File: src/rtl/elg_pkg.sv
// shared types and constants of the elgamal sign and verify engine
`default_nettype none
package elg_pkg;

  localparam int WORD_BITS = 32;
  localparam int CNT_BITS  = $clog2(WORD_BITS);

  localparam logic CMD_SIGN   = 1'b0;
  localparam logic CMD_VERIFY = 1'b1;

  localparam logic [1:0] REG_MODULUS   = 2'd0;
  localparam logic [1:0] REG_GENERATOR = 2'd1;
  localparam logic [1:0] REG_SECRET    = 2'd2;
  localparam logic [1:0] REG_PUBLIC    = 2'd3;

  typedef enum logic [1:0] {
    UOP_MUL = 2'b01,
    UOP_DIV = 2'b10
  } uop_t;

  typedef struct packed {
    logic start;
    uop_t op;
  } unit_req_t;

  typedef struct packed {
    logic                 cmd;
    logic [WORD_BITS-1:0] message_hash;
    logic [WORD_BITS-1:0] nonce;
    logic [WORD_BITS-1:0] sig_first_in;
    logic [WORD_BITS-1:0] sig_second_in;
  } in_word_t;

  typedef struct packed {
    logic [WORD_BITS-1:0] sig_first;
    logic [WORD_BITS-1:0] sig_second;
    logic                 sign_error;
    logic                 verified;
  } out_word_t;

endpackage
`default_nettype wire

File: src/rtl/elg_mod_unit.sv
// shared bit-serial modular multiplier and restoring divider
`default_nettype none
module elg_mod_unit (
  input  wire logic                          clk,
  input  wire logic                          rst,
  input  wire elg_pkg::unit_req_t            req,
  input  wire logic [elg_pkg::WORD_BITS-1:0] op_a,
  input  wire logic [elg_pkg::WORD_BITS-1:0] op_b,
  input  wire logic [elg_pkg::WORD_BITS-1:0] op_m,
  output logic                               done,
  output logic [elg_pkg::WORD_BITS-1:0]      res,
  output logic [elg_pkg::WORD_BITS-1:0]      quot
);
  import elg_pkg::*;

  logic                 busy;
  logic [CNT_BITS-1:0]  cnt;
  uop_t                 op;
  logic [WORD_BITS-1:0] a;
  logic [WORD_BITS-1:0] b;
  logic [WORD_BITS-1:0] m;
  logic [WORD_BITS-1:0] r;
  logic [WORD_BITS-1:0] q;

  logic [WORD_BITS:0]   dbl;
  logic [WORD_BITS:0]   dbl_r;
  logic [WORD_BITS:0]   sum;
  logic [WORD_BITS:0]   sum_r;
  logic [WORD_BITS:0]   tdiv;
  logic                 ge;
  logic [WORD_BITS-1:0] r_next;

  always_comb begin
    dbl   = {r, 1'b0};
    dbl_r = (dbl >= {1'b0, m}) ? dbl - {1'b0, m} : dbl;
    sum   = {1'b0, dbl_r[WORD_BITS-1:0]} + {1'b0, a};
    sum_r = (sum >= {1'b0, m}) ? sum - {1'b0, m} : sum;
    tdiv  = {r, b[WORD_BITS-1]};
    ge    = (tdiv >= {1'b0, m});
    if (op == UOP_DIV) begin
      r_next = ge ? WORD_BITS'(tdiv - {1'b0, m}) : tdiv[WORD_BITS-1:0];
    end else begin
      r_next = b[WORD_BITS-1] ? sum_r[WORD_BITS-1:0] : dbl_r[WORD_BITS-1:0];
    end
  end

  always_ff @(posedge clk) begin
    if (rst) begin
      busy <= 1'b0;
      done <= 1'b0;
      cnt  <= '0;
    end else begin
      done <= 1'b0;
      if (req.start) begin
        busy <= 1'b1;
        cnt  <= CNT_BITS'(WORD_BITS - 1);
      end else if (busy) begin
        if (cnt == '0) begin
          busy <= 1'b0;
          done <= 1'b1;
        end else begin
          cnt <= cnt - 1'b1;
        end
      end
    end
  end

  always_ff @(posedge clk) begin
    if (req.start) begin
      op <= req.op;
      a  <= op_a;
      b  <= op_b;
      m  <= op_m;
      r  <= '0;
      q  <= '0;
    end else if (busy) begin
      r <= r_next;
      q <= {q[WORD_BITS-2:0], ge};
      b <= {b[WORD_BITS-2:0], 1'b0};
    end
  end

  assign res  = r;
  assign quot = q;

endmodule
`default_nettype wire

File: src/rtl/elgamal32_sign_verify_unit.sv
// top level of the elgamal sign and verify engine: registers, sequencer, shared unit
// each modular multiply or reduction runs bit-serially on the shared unit
// sign: 32 to 64 multiplies for g^k, 7 more steps, 2 per euclid round
// verify: three exponentiations of up to 64 multiplies each
// one word at a time; the result waits in an output register until taken
// synchronous reset sets p=2, g=1, x=0, h=1 and returns the sequencer to idle
`default_nettype none
module elgamal32_sign_verify_unit (
  input  wire logic                          clk,
  input  wire logic                          rst,
  input  wire logic                          psel,
  input  wire logic                          penable,
  input  wire logic                          pwrite,
  input  wire logic [3:0]                    paddr,
  input  wire logic [31:0]                   pwdata,
  output logic [31:0]                        prdata,
  output logic                               pready,
  input  wire logic                          req_valid,
  output logic                               req_stall,
  input  wire elg_pkg::in_word_t             req,
  output logic                               rsp_valid,
  input  wire logic                          rsp_stall,
  output elg_pkg::out_word_t                 rsp
);
  import elg_pkg::*;

  typedef enum logic [19:0] {
    ST_IDLE    = 20'h00001,
    ST_OUT     = 20'h00002,
    ST_POW_SQ  = 20'h00004,
    ST_POW_MUL = 20'h00008,
    ST_SG_GRED = 20'h00010,
    ST_SG_KRED = 20'h00020,
    ST_SG_EUC  = 20'h00040,
    ST_SG_EDIV = 20'h00080,
    ST_SG_EMUL = 20'h00100,
    ST_SG_XRED = 20'h00200,
    ST_SG_ARED = 20'h00400,
    ST_SG_MRED = 20'h00800,
    ST_SG_XA   = 20'h01000,
    ST_SG_B    = 20'h02000,
    ST_VF_HRED = 20'h04000,
    ST_VF_ARED = 20'h08000,
    ST_VF_P2   = 20'h10000,
    ST_VF_LHS  = 20'h20000,
    ST_VF_GRED = 20'h40000,
    ST_VF_CMP  = 20'h80000
  } state_t;

  state_t               state;
  state_t               ret;
  logic                 pend;

  logic [WORD_BITS-1:0] p;
  logic [WORD_BITS-1:0] g;
  logic [WORD_BITS-1:0] x;
  logic [WORD_BITS-1:0] h;

  in_word_t             item;
  out_word_t            result;

  logic [WORD_BITS-1:0] base;
  logic [WORD_BITS-1:0] expo;
  logic [WORD_BITS-1:0] acc;
  logic [CNT_BITS-1:0]  pcnt;
  logic [WORD_BITS-1:0] r0;
  logic [WORD_BITS-1:0] r1;
  logic [WORD_BITS-1:0] s0;
  logic [WORD_BITS-1:0] s1;
  logic [WORD_BITS-1:0] qv;
  logic [WORD_BITS-1:0] tmp1;
  logic [WORD_BITS-1:0] tmp2;
  logic [WORD_BITS-1:0] tmp3;
  logic [WORD_BITS-1:0] inv;
  logic [WORD_BITS-1:0] aval;

  logic [WORD_BITS-1:0] n;
  logic                 p_small;
  logic                 uses_unit;
  unit_req_t            ureq;
  logic [WORD_BITS-1:0] ua;
  logic [WORD_BITS-1:0] ub;
  logic [WORD_BITS-1:0] um;
  logic                 udone;
  logic [WORD_BITS-1:0] ures;
  logic [WORD_BITS-1:0] uquot;
  logic [WORD_BITS-1:0] sub_res;
  logic [WORD_BITS-1:0] sub_x;
  logic [WORD_BITS-1:0] sub_y;
  logic                 cfg_wr;
  logic                 pow_last;

  assign n       = p - 1'b1;
  assign p_small = (p[WORD_BITS-1:1] == '0);
  assign pready  = 1'b1;
  assign cfg_wr  = psel & penable & pwrite;
  assign pow_last = (pcnt == '0);

  always_comb begin
    unique case (paddr[3:2])
      REG_MODULUS:   prdata = p;
      REG_GENERATOR: prdata = g;
      REG_SECRET:    prdata = x;
      REG_PUBLIC:    prdata = h;
      default:       prdata = '0;
    endcase
  end

  always_ff @(posedge clk) begin
    if (rst) begin
      p <= WORD_BITS'(2);
      g <= WORD_BITS'(1);
      x <= '0;
      h <= WORD_BITS'(1);
    end else if (cfg_wr) begin
      unique case (paddr[3:2])
        REG_MODULUS:   p <= pwdata;
        REG_GENERATOR: g <= pwdata;
        REG_SECRET:    x <= pwdata;
        REG_PUBLIC:    h <= pwdata;
        default: ;
      endcase
    end
  end

  // operand select for the shared unit
  always_comb begin
    uses_unit = 1'b1;
    ureq.op   = UOP_DIV;
    ua        = '0;
    ub        = '0;
    um        = p;
    unique case (state)
      ST_POW_SQ:  begin ureq.op = UOP_MUL; ua = acc; ub = acc; end
      ST_POW_MUL: begin ureq.op = UOP_MUL; ua = base; ub = acc; end
      ST_SG_GRED: ub = g;
      ST_SG_KRED: begin ub = item.nonce; um = n; end
      ST_SG_EDIV: begin ub = r0; um = r1; end
      ST_SG_EMUL: begin ureq.op = UOP_MUL; ua = s1; ub = qv; um = n; end
      ST_SG_XRED: begin ub = x; um = n; end
      ST_SG_ARED: begin ub = aval; um = n; end
      ST_SG_MRED: begin ub = item.message_hash; um = n; end
      ST_SG_XA:   begin ureq.op = UOP_MUL; ua = tmp2; ub = tmp1; um = n; end
      ST_SG_B:    begin ureq.op = UOP_MUL; ua = inv; ub = tmp3; um = n; end
      ST_VF_HRED: ub = h;
      ST_VF_ARED: ub = item.sig_first_in;
      ST_VF_LHS:  begin ureq.op = UOP_MUL; ua = acc; ub = tmp2; end
      ST_VF_GRED: ub = g;
      default:    uses_unit = 1'b0;
    endcase
    ureq.start = uses_unit & ~pend;
  end

  // (sub_x - sub_y) mod n for reduced operands
  always_comb begin
    if (state == ST_SG_EMUL) begin
      sub_x = s0;
    end else begin
      sub_x = tmp3;
    end
    sub_y   = ures;
    sub_res = (sub_x >= sub_y) ? sub_x - sub_y : sub_x - sub_y + n;
  end

  elg_mod_unit u_mod (
    .clk  (clk),
    .rst  (rst),
    .req  (ureq),
    .op_a (ua),
    .op_b (ub),
    .op_m (um),
    .done (udone),
    .res  (ures),
    .quot (uquot)
  );

  always_ff @(posedge clk) begin
    if (rst) begin
      state <= ST_IDLE;
      ret   <= ST_IDLE;
      pend  <= 1'b0;
    end else begin
      if (ureq.start) begin
        pend <= 1'b1;
      end else if (udone) begin
        pend <= 1'b0;
      end
      unique case (state)
        ST_IDLE: begin
          if (req_valid) begin
            item <= req;
            if (p_small) begin
              result <= '{sig_first: '0, sig_second: '0,
                          sign_error: (req.cmd == CMD_SIGN), verified: 1'b0};
              state  <= ST_OUT;
            end else if (req.cmd == CMD_SIGN) begin
              result <= '0;
              state  <= ST_SG_GRED;
            end else begin
              result <= '0;
              state  <= ST_VF_HRED;
            end
          end
        end
        ST_OUT: begin
          if (!rsp_stall) begin
            state <= ST_IDLE;
          end
        end
        ST_POW_SQ: begin
          if (pend && udone) begin
            acc <= ures;
            if (expo[pcnt]) begin
              state <= ST_POW_MUL;
            end else if (pow_last) begin
              state <= ret;
            end else begin
              pcnt  <= pcnt - 1'b1;
              state <= ST_POW_SQ;
            end
          end
        end
        ST_POW_MUL: begin
          if (pend && udone) begin
            acc <= ures;
            if (pow_last) begin
              state <= ret;
            end else begin
              pcnt  <= pcnt - 1'b1;
              state <= ST_POW_SQ;
            end
          end
        end
        ST_SG_GRED: begin
          if (pend && udone) begin
            base  <= ures;
            expo  <= item.nonce;
            acc   <= WORD_BITS'(1);
            pcnt  <= CNT_BITS'(WORD_BITS - 1);
            ret   <= ST_SG_KRED;
            state <= ST_POW_SQ;
          end
        end
        ST_SG_KRED: begin
          if (pend && udone) begin
            aval  <= acc;
            r0    <= n;
            r1    <= ures;
            s0    <= '0;
            s1    <= (n == WORD_BITS'(1)) ? '0 : WORD_BITS'(1);
            state <= ST_SG_EUC;
          end
        end
        ST_SG_EUC: begin
          if (r1 == '0) begin
            inv   <= '0;
            state <= ST_SG_XRED;
          end else if (r1 == WORD_BITS'(1)) begin
            inv   <= s1;
            state <= ST_SG_XRED;
          end else begin
            state <= ST_SG_EDIV;
          end
        end
        ST_SG_EDIV: begin
          if (pend && udone) begin
            qv    <= uquot;
            tmp1  <= ures;
            state <= ST_SG_EMUL;
          end
        end
        ST_SG_EMUL: begin
          if (pend && udone) begin
            r0    <= r1;
            r1    <= tmp1;
            s0    <= s1;
            s1    <= sub_res;
            state <= ST_SG_EUC;
          end
        end
        ST_SG_XRED: begin
          if (pend && udone) begin
            tmp1  <= ures;
            state <= ST_SG_ARED;
          end
        end
        ST_SG_ARED: begin
          if (pend && udone) begin
            tmp2  <= ures;
            state <= ST_SG_MRED;
          end
        end
        ST_SG_MRED: begin
          if (pend && udone) begin
            tmp3  <= ures;
            state <= ST_SG_XA;
          end
        end
        ST_SG_XA: begin
          if (pend && udone) begin
            tmp3  <= sub_res;
            state <= ST_SG_B;
          end
        end
        ST_SG_B: begin
          if (pend && udone) begin
            result.sig_first  <= aval;
            result.sig_second <= ures;
            result.sign_error <= (ures == '0);
            state             <= ST_OUT;
          end
        end
        ST_VF_HRED: begin
          if (pend && udone) begin
            base  <= ures;
            state <= ST_VF_ARED;
          end
        end
        ST_VF_ARED: begin
          if (pend && udone) begin
            tmp1  <= ures;
            expo  <= item.sig_first_in;
            acc   <= WORD_BITS'(1);
            pcnt  <= CNT_BITS'(WORD_BITS - 1);
            ret   <= ST_VF_P2;
            state <= ST_POW_SQ;
          end
        end
        ST_VF_P2: begin
          tmp2  <= acc;
          base  <= tmp1;
          expo  <= item.sig_second_in;
          acc   <= WORD_BITS'(1);
          pcnt  <= CNT_BITS'(WORD_BITS - 1);
          ret   <= ST_VF_LHS;
          state <= ST_POW_SQ;
        end
        ST_VF_LHS: begin
          if (pend && udone) begin
            tmp2  <= ures;
            state <= ST_VF_GRED;
          end
        end
        ST_VF_GRED: begin
          if (pend && udone) begin
            base  <= ures;
            expo  <= item.message_hash;
            acc   <= WORD_BITS'(1);
            pcnt  <= CNT_BITS'(WORD_BITS - 1);
            ret   <= ST_VF_CMP;
            state <= ST_POW_SQ;
          end
        end
        ST_VF_CMP: begin
          result.verified <= (acc == tmp2);
          state           <= ST_OUT;
        end
        default: state <= ST_IDLE;
      endcase
    end
  end

  assign req_stall = (state != ST_IDLE);
  assign rsp_valid = (state == ST_OUT);
  assign rsp       = result;

endmodule
`default_nettype wire

File: config.mk
export PLATFORM = sky130hd
export DESIGN_NAME = elgamal32_sign_verify_unit
export DESIGN_NICKNAME = d
export VERILOG_FILES = /design/src/rtl/elg_pkg.sv /design/src/rtl/elg_mod_unit.sv /design/src/rtl/elgamal32_sign_verify_unit.sv
export SDC_FILE = /design/constraint.sdc
export NUM_CORES = 2
export LEC_CHECK = 0
export ABC_AREA = 1
export BUFFER_PORTS_ARGS = -buffer_cell sky130_fd_sc_hd__buf_4
export CAP_MARGIN = 20
export CORE_MARGIN = 4
export CORE_UTILIZATION = 38
export CTS_CLUSTER_DIAMETER = 60
export DETAILED_ROUTE_END_ITERATION = 6
export PLACE_DENSITY = 0.56
export SKIP_CTS_REPAIR_TIMING = 1
export SYNTH_ARGS = -nofsm -noshare
export SYNTH_HDL_FRONTEND = slang
export SYNTH_SLANG_ARGS = --single-unit
File: constraint.sdc
create_clock -name clk -period 7.7 [get_ports clk]
set_input_delay 0.77 -clock clk [delete_from_list [all_inputs] [get_ports clk]]
set_output_delay 0.77 -clock clk [all_outputs]
set_load 0.02 [all_outputs]
After elaboration in Yosys (flattened, before gate mapping) --
Cells that the tools add are included.
Word-level totals: input port bits 172, output and inout bits 101, word-level logic and storage cells 248, flip-flop bits (word level) 953
Cells by class: magnitude comparators 5, eq/ne operators 52, add/subtract/negate cells 9, mux-type cells 85, reduce and logical (&&, ||, !) cells 52, bitwise gates (word level) 7
Operators with widths (number):
- 2-to-1 mux 32 bit | 22
- case mux 32 bit (2 select lines) | 8
- case mux 32 bit (13 select lines) | 1
- 2-to-1 mux 20 bit | 19
- case mux 20 bit (17 select lines) | 1
- case mux 32 bit (4 select lines) | 2
- case mux 32 bit (5 select lines) | 1
- case mux 65 bit (2 select lines) | 1
- subtractor 32 bit | 4
- >= comparator 33 x 32 -> 1 bit | 3
- case mux 32 bit (3 select lines) | 1
- case mux 20 bit (4 select lines) | 1
- 2-to-1 mux 66 bit | 1
- 2-to-1 mux 65 bit | 1
- equality test 32 x 1 -> 1 bit, second input constant | 2
- zero test 32 bit | 2
- 2-to-1 mux 5 bit | 8
- != test 2 bit, second input constant | 17
- adder 32 x 32 -> 33 bit | 1
- adder 32 bit | 1
- equality test 32 bit | 1
- >= comparator 32 bit | 1
- subtractor 32 x 1 -> 32 bit, second input constant | 1
- zero test 31 bit | 1
- other kinds (52) | 109

Logic depth before layout (Yosys ltp) --
word-level depth 7, gate-level depth with buffers 50, gate-level depth less buffers 47

Modules after synthesis --
A second synthesis with hierarchy kept.
Second synthesis, totals: cells, all modules 6914, area, all modules 54594.9 sq um
By module, submodules not included:
- elgamal32_sign_verify_unit | cells each 4439, area an instance 39230.1 sq um, sequential area each 21550.7 sq um, times used 1
- elg_mod_unit | cells each 2475, area an instance 15364.7 sq um, sequential area each 4364.2 sq um, times used 1

Least setup slack after synthesis --
Ideal clock, no wire load.
path type register to register, start point register state[2], end point register r0[0] (enable), slack -0.425 ns, library setup time 0.658 ns, cell stages (with the launch flop) 11, data required time 7.042 ns, buffers on the path 3, arrival 7.467 ns, period minus slack after synthesis 8.125 ns, cells stage by stage dfxtp_1 > nor2_1 > nand2_4 > inv_4 > nand2_4 > buf_6 > nor2_4 > nand3_2 > buf_6 > clkbuf_1 > a21oi_1
On the way: cells in the longest elaborated chain, start to end 3, elaborated cells on any way between the ends 6, classes of those cells eq/ne (4); reduce/logical (2)
Ends and longest elaborated chain:
- from (decl) | RTL line elgamal32_sign_verify_unit.sv:50 | state_t state;
- from (signal assigned) | RTL line elgamal32_sign_verify_unit.sv:216 | state <= ret;
- from (signal assigned) | RTL line elgamal32_sign_verify_unit.sv:227 | state <= ret;
- equality test 20 x 6 -> 1 bit / equality test 20 x 9 -> 1 bit (equally long branches) | RTL line elgamal32_sign_verify_unit.sv:188 | unique case (state)
- != test 2 bit (no source line) (tied with other cells)
- AND reduction 4 bit (no source line) (*)
- to (signal assigned) | RTL line elgamal32_sign_verify_unit.sv:247 | r0 <= n;
- to (signal assigned) | RTL line elgamal32_sign_verify_unit.sv:274 | r0 <= r1;
- to (decl) | RTL line elgamal32_sign_verify_unit.sv:66 | logic [WORD_BITS-1:0] r0;
Mark *: on every way between the ends. The rest lies on a longest branch, timed or not. A chain may end at the register's enable or synchronous reset.

Worst setup path in the final report --
start point register u_mod.m[20], end point register u_mod.r[16] (netlist: u_mod.res[16])
On the way: cells in the longest elaborated chain, start to end 7, elaborated cells on any way between the ends 11, classes of those cells add/sub (3); order compare (3); mux (5)
Ends and longest elaborated chain:
- from (decl) | RTL line elg_mod_unit.sv:21 | logic [WORD_BITS-1:0] m;
- from (signal assigned) | RTL line elg_mod_unit.sv:73 | m <= op_m;
- >= comparator 33 x 32 -> 1 bit / subtractor 32 bit (equally long branches) | RTL line elg_mod_unit.sv:35 | dbl_r = (dbl >= {1'b0, m}) ? dbl - {1'b0, m} : dbl;
- 2-to-1 mux 32 bit | RTL line elg_mod_unit.sv:35
- adder 32 x 32 -> 33 bit | RTL line elg_mod_unit.sv:36 | sum = {1'b0, dbl_r[WORD_BITS-1:0]} + {1'b0, a};
- subtractor 32 bit / >= comparator 33 x 32 -> 1 bit (equally long branches) | RTL line elg_mod_unit.sv:37 | sum_r = (sum >= {1'b0, m}) ? sum - {1'b0, m} : sum;
- 2-to-1 mux 32 bit | RTL line elg_mod_unit.sv:37
- 2-to-1 mux 32 bit | RTL line elg_mod_unit.sv:43 | r_next = b[WORD_BITS-1] ? sum_r[WORD_BITS-1:0] : dbl_r[WORD_BITS-1:0];
- 2-to-1 mux 32 bit (*) | RTL line elg_mod_unit.sv:40 | if (op == UOP_DIV) begin
- to (signal assigned) | RTL line elg_mod_unit.sv:77 | r <= r_next;
- to (decl) | RTL line elg_mod_unit.sv:22 | logic [WORD_BITS-1:0] r;
Marks and branches as above.

==> impl_metrics.env <==
export IMPL_avgSynthCellArea_um2=7.93
export IMPL_vdd_drop_max_mv=0.948
export IMPL_slowest_stage="ha_1"
export IMPL_largest_reg_flops=128
export IMPL_grt_max_degree=129
export IMPL_synthAdderAreaFrac_pct=3.99
export IMPL_fin_tns_setup_ps=0
export IMPL_drc=0
export IMPL_stdcell_count=9318
export IMPL_dpl_instance_area_um2=60400
export IMPL_skew_ps=80.1
export IMPL_fillers=14580
export IMPL_finalNetCount=7663
export IMPL_grt_pass1_vias=50190
export IMPL_synthMuxAreaShare_pct=0.0549
export IMPL_die_w_um=387
export IMPL_yosys_warnings=0
export IMPL_setup_viol=0
export IMPL_cp_max_fo=14
export IMPL_async_flop_share_pct=0
export IMPL_placed_cells=9090
export IMPL_drive_gt1_share_pct=11.7
export IMPL_critPathArrivalTime_ps=7820
export IMPL_cts_htree_levels=3
export IMPL_p_leak_nw=27.9
export IMPL_netlist_instances=6898
export IMPL_highest_signal_layer="met5"
export IMPL_dp_hpwl_mm=230
export IMPL_seqCellArea_um2=25900
export IMPL_gp_congestion=1.05
export IMPL_report_final_hold_viol_count=0
export IMPL_die_height_um=387
export IMPL_synth_distinct_cells=64
export IMPL_rsz0062_at_grt="no"
export IMPL_crit_top_cell="nand2_1"
export IMPL_clk_pin_slew_worst_paths_ps=60
export IMPL_multiInputGateArea_um2=24600
export IMPL_port_buffers=269
export IMPL_ys_seq_area_share_pct=47.4
export IMPL_root_buffer="clkbuf_16"
export IMPL_cts_sinks=938
export IMPL_required_ps=8360
export IMPL_layout_commonest_cell="nand2_1"
export IMPL_top_register="item"
export IMPL_first_pass_iters=6
export IMPL_grt_util_all_layers_pct=37.1
export IMPL_hold_path_depth=1
export IMPL_synth_net_count=7241
export IMPL_ys_ff_latch=938
export IMPL_clk_latency_ps=790
export IMPL_synth_edf_count=713
export IMPL_die_area_um2=150000
export IMPL_max_freq_ghz=0.140
export IMPL_core_area_um2=142000
export IMPL_worst_slew_pin_slew_ps=1320
export IMPL_viasPerCell=5.73
export IMPL_cpPeakStageDelay_ps=550
export IMPL_wl_met1_mm=103
export IMPL_ant_nets=0
export IMPL_grt_pass1_wl_mm=391
export IMPL_reg2regPathDepth=40
export IMPL_synth_top_family_by_area="simple AND/OR/NAND/NOR gates"
export IMPL_fin_crit_sh_pct=92.9
export IMPL_routed_wl_mm=289
export IMPL_period_needed_ps=7150
export IMPL_antenna_found_initial=23
export IMPL_cts_tree="built"
export IMPL_synth_compound_area_share_pct=13.8
export IMPL_final_cell_mix="nand2_1 (1783), inv_1 (813), nor2_1 (812), edfxtp_1 (713), buf_4 (549)"
export IMPL_clockBufferDepth=3
export IMPL_overflow=0
export IMPL_syn_cell_area_um2=54700
export IMPL_cts_buffers=115
export IMPL_drt_initial_drc_count=6685
export IMPL_synthXorXnorAreaFrac_pct=2.51
export IMPL_path_class="flop to flop"
export IMPL_num_vias=53398
export IMPL_dr_wl_met3_mm=25.6
export IMPL_power_density_nw_per_um2=479
export IMPL_start_util_pct=38.5
export IMPL_slew_viol_final=0
export IMPL_wl_per_cell_um=31.0
export IMPL_cap_violations=0
export IMPL_fin_area_um2=64300
export IMPL_synthFlopType="edfxtp_1"
export IMPL_status="finished, final reports clean"
export IMPL_pin_count=273
export IMPL_crit_path_end_kind="flop"
export IMPL_area_growth_pct=17.6
export IMPL_start_kind="flop"
export IMPL_fp_row_count=138
export IMPL_slew_headroom_pct=10.9
export IMPL_synth_simple_area_share_pct=24.3
export IMPL_wl_met2_mm=126
export IMPL_holdCritPathClass="input port to flop"
==> synth_stat cells (9+ instances only) <==
| library cell | instances | share of area [%] |
|---|---|---|
| o21bai_1 | 25 | 0.34 |
| clkinv_1 | 13 | 0.089 |
| a211oi_1 | 14 | 0.19 |
| nand3_1 | 310 | 2.8 |
| a21oi_1 | 457 | 4.2 |
| o21ai_1 | 16 | 0.15 |
| xnor2_1 | 45 | 0.72 |
| xor2_1 | 112 | 1.8 |
| or2_2 | 9 | 0.10 |
| nand3b_1 | 17 | 0.23 |
| edfxtp_1 | 713 | 39 |
| nor2_2 | 13 | 0.15 |
| o21ai_0 | 479 | 4.4 |
| buf_1 | 14 | 0.096 |
| a31oi_1 | 15 | 0.17 |
| a22oi_1 | 23 | 0.32 |
| nor2_1 | 823 | 5.6 |
| o211ai_1 | 21 | 0.29 |
| inv_2 | 15 | 0.10 |
| buf_6 | 12 | 0.25 |
| a221oi_1 | 56 | 0.90 |
| inv_1 | 820 | 5.6 |
| nand2_4 | 10 | 0.21 |
| a22o_1 | 14 | 0.22 |
| nand2_1 | 1786 | 12 |
| nor4_1 | 34 | 0.39 |
| nand4_1 | 89 | 1.0 |
| and2_1 | 22 | 0.25 |
| o22ai_1 | 55 | 0.63 |
| o2111ai_1 | 69 | 1.1 |
| o221ai_1 | 15 | 0.24 |
| a21o_1 | 12 | 0.16 |
| o21a_1 | 14 | 0.19 |
| buf_2 | 54 | 0.49 |
| nor2_4 | 9 | 0.19 |
| clkbuf_1 | 171 | 1.2 |
| dfxtp_1 | 225 | 8.2 |
| ha_1 | 165 | 3.8 |
| nor3_1 | 64 | 0.59 |
==> worst paths after layout <==
| path | to | slack (ps) | start |
|---|---|---|---|
| worst max-delay path | u_mod.res[16] | 550 | u_mod.m[20] |
| worst min-delay path | item[61] | 160 | req[61] |
| worst max register to register | u_mod.res[16] | 550 | u_mod.m[20] |
| worst min register to register | qv[31] | 440 | u_mod.quot[31] |
==> kinds of logic (layout without fill, tap and decap cells) <==
logic type	after synthesis	in the layout
buffers and inverters	1107	1631
adders and majority gates	171	171
AOI/OAI and AO/OA	1306	1306
muxes	3	3
other	1	7
xor gates and xnor gates	157	157
DFF	938	938
and+or+nand+nor	3215	3215
==> through the flow <==
stage	util, %	hold slack (ps)	power [mW]	setup WS [ps]
2_1_floorplan	-	408	16.6	329
3_3_place_gp	42.5	417	25.2	628
3_5_place_dp	42.5	415	25.2	543
4_1_cts	45.2	126	30.8	533
5_1_grt	45.2	146	32.4	47.3
6_report	45.2	162	30.8	548
==> per-layer routing <==
layer | vias to the layer above | global-route usage [%]
li1 | 24003 | -
met3 | 738 | 6.24
met5 | - | 0
met4 | 12 | 34.3
met1 | 25544 | 44.0
met2 | 3101 | 57.2
==> report_power, final <==
group | switching, mW | total (mW) | leakage, nW | internal, mW
logic | 12.6 | 18.8 | 17.7 | 6.19
clock network | 2.41 | 5.52 | 1.85 | 3.11
registers | 0.317 | 6.50 | 8.39 | 6.18
==> critical path, delay by kind of cell, from the launching register on <==
family	cells	cell delay, ps
buffers and inverters	9	1440
DFF	1	410
AOI/OAI and AO/OA	1	240
and+or+nand+nor	27	3690
adders and majority gates	3	1270
==> layout make-up <==
cell class                 count  area share (%)
sequential                   938            40.3
multi-input combinational   4853            38.3
timing repair buffer         562            6.81
inverter                     850            4.98
clock buffer                 140            4.76
tap                         1890            3.67
clock inverter                79            1.19
antenna                        6          0.0233
Power figures use the tool's default switching activity.
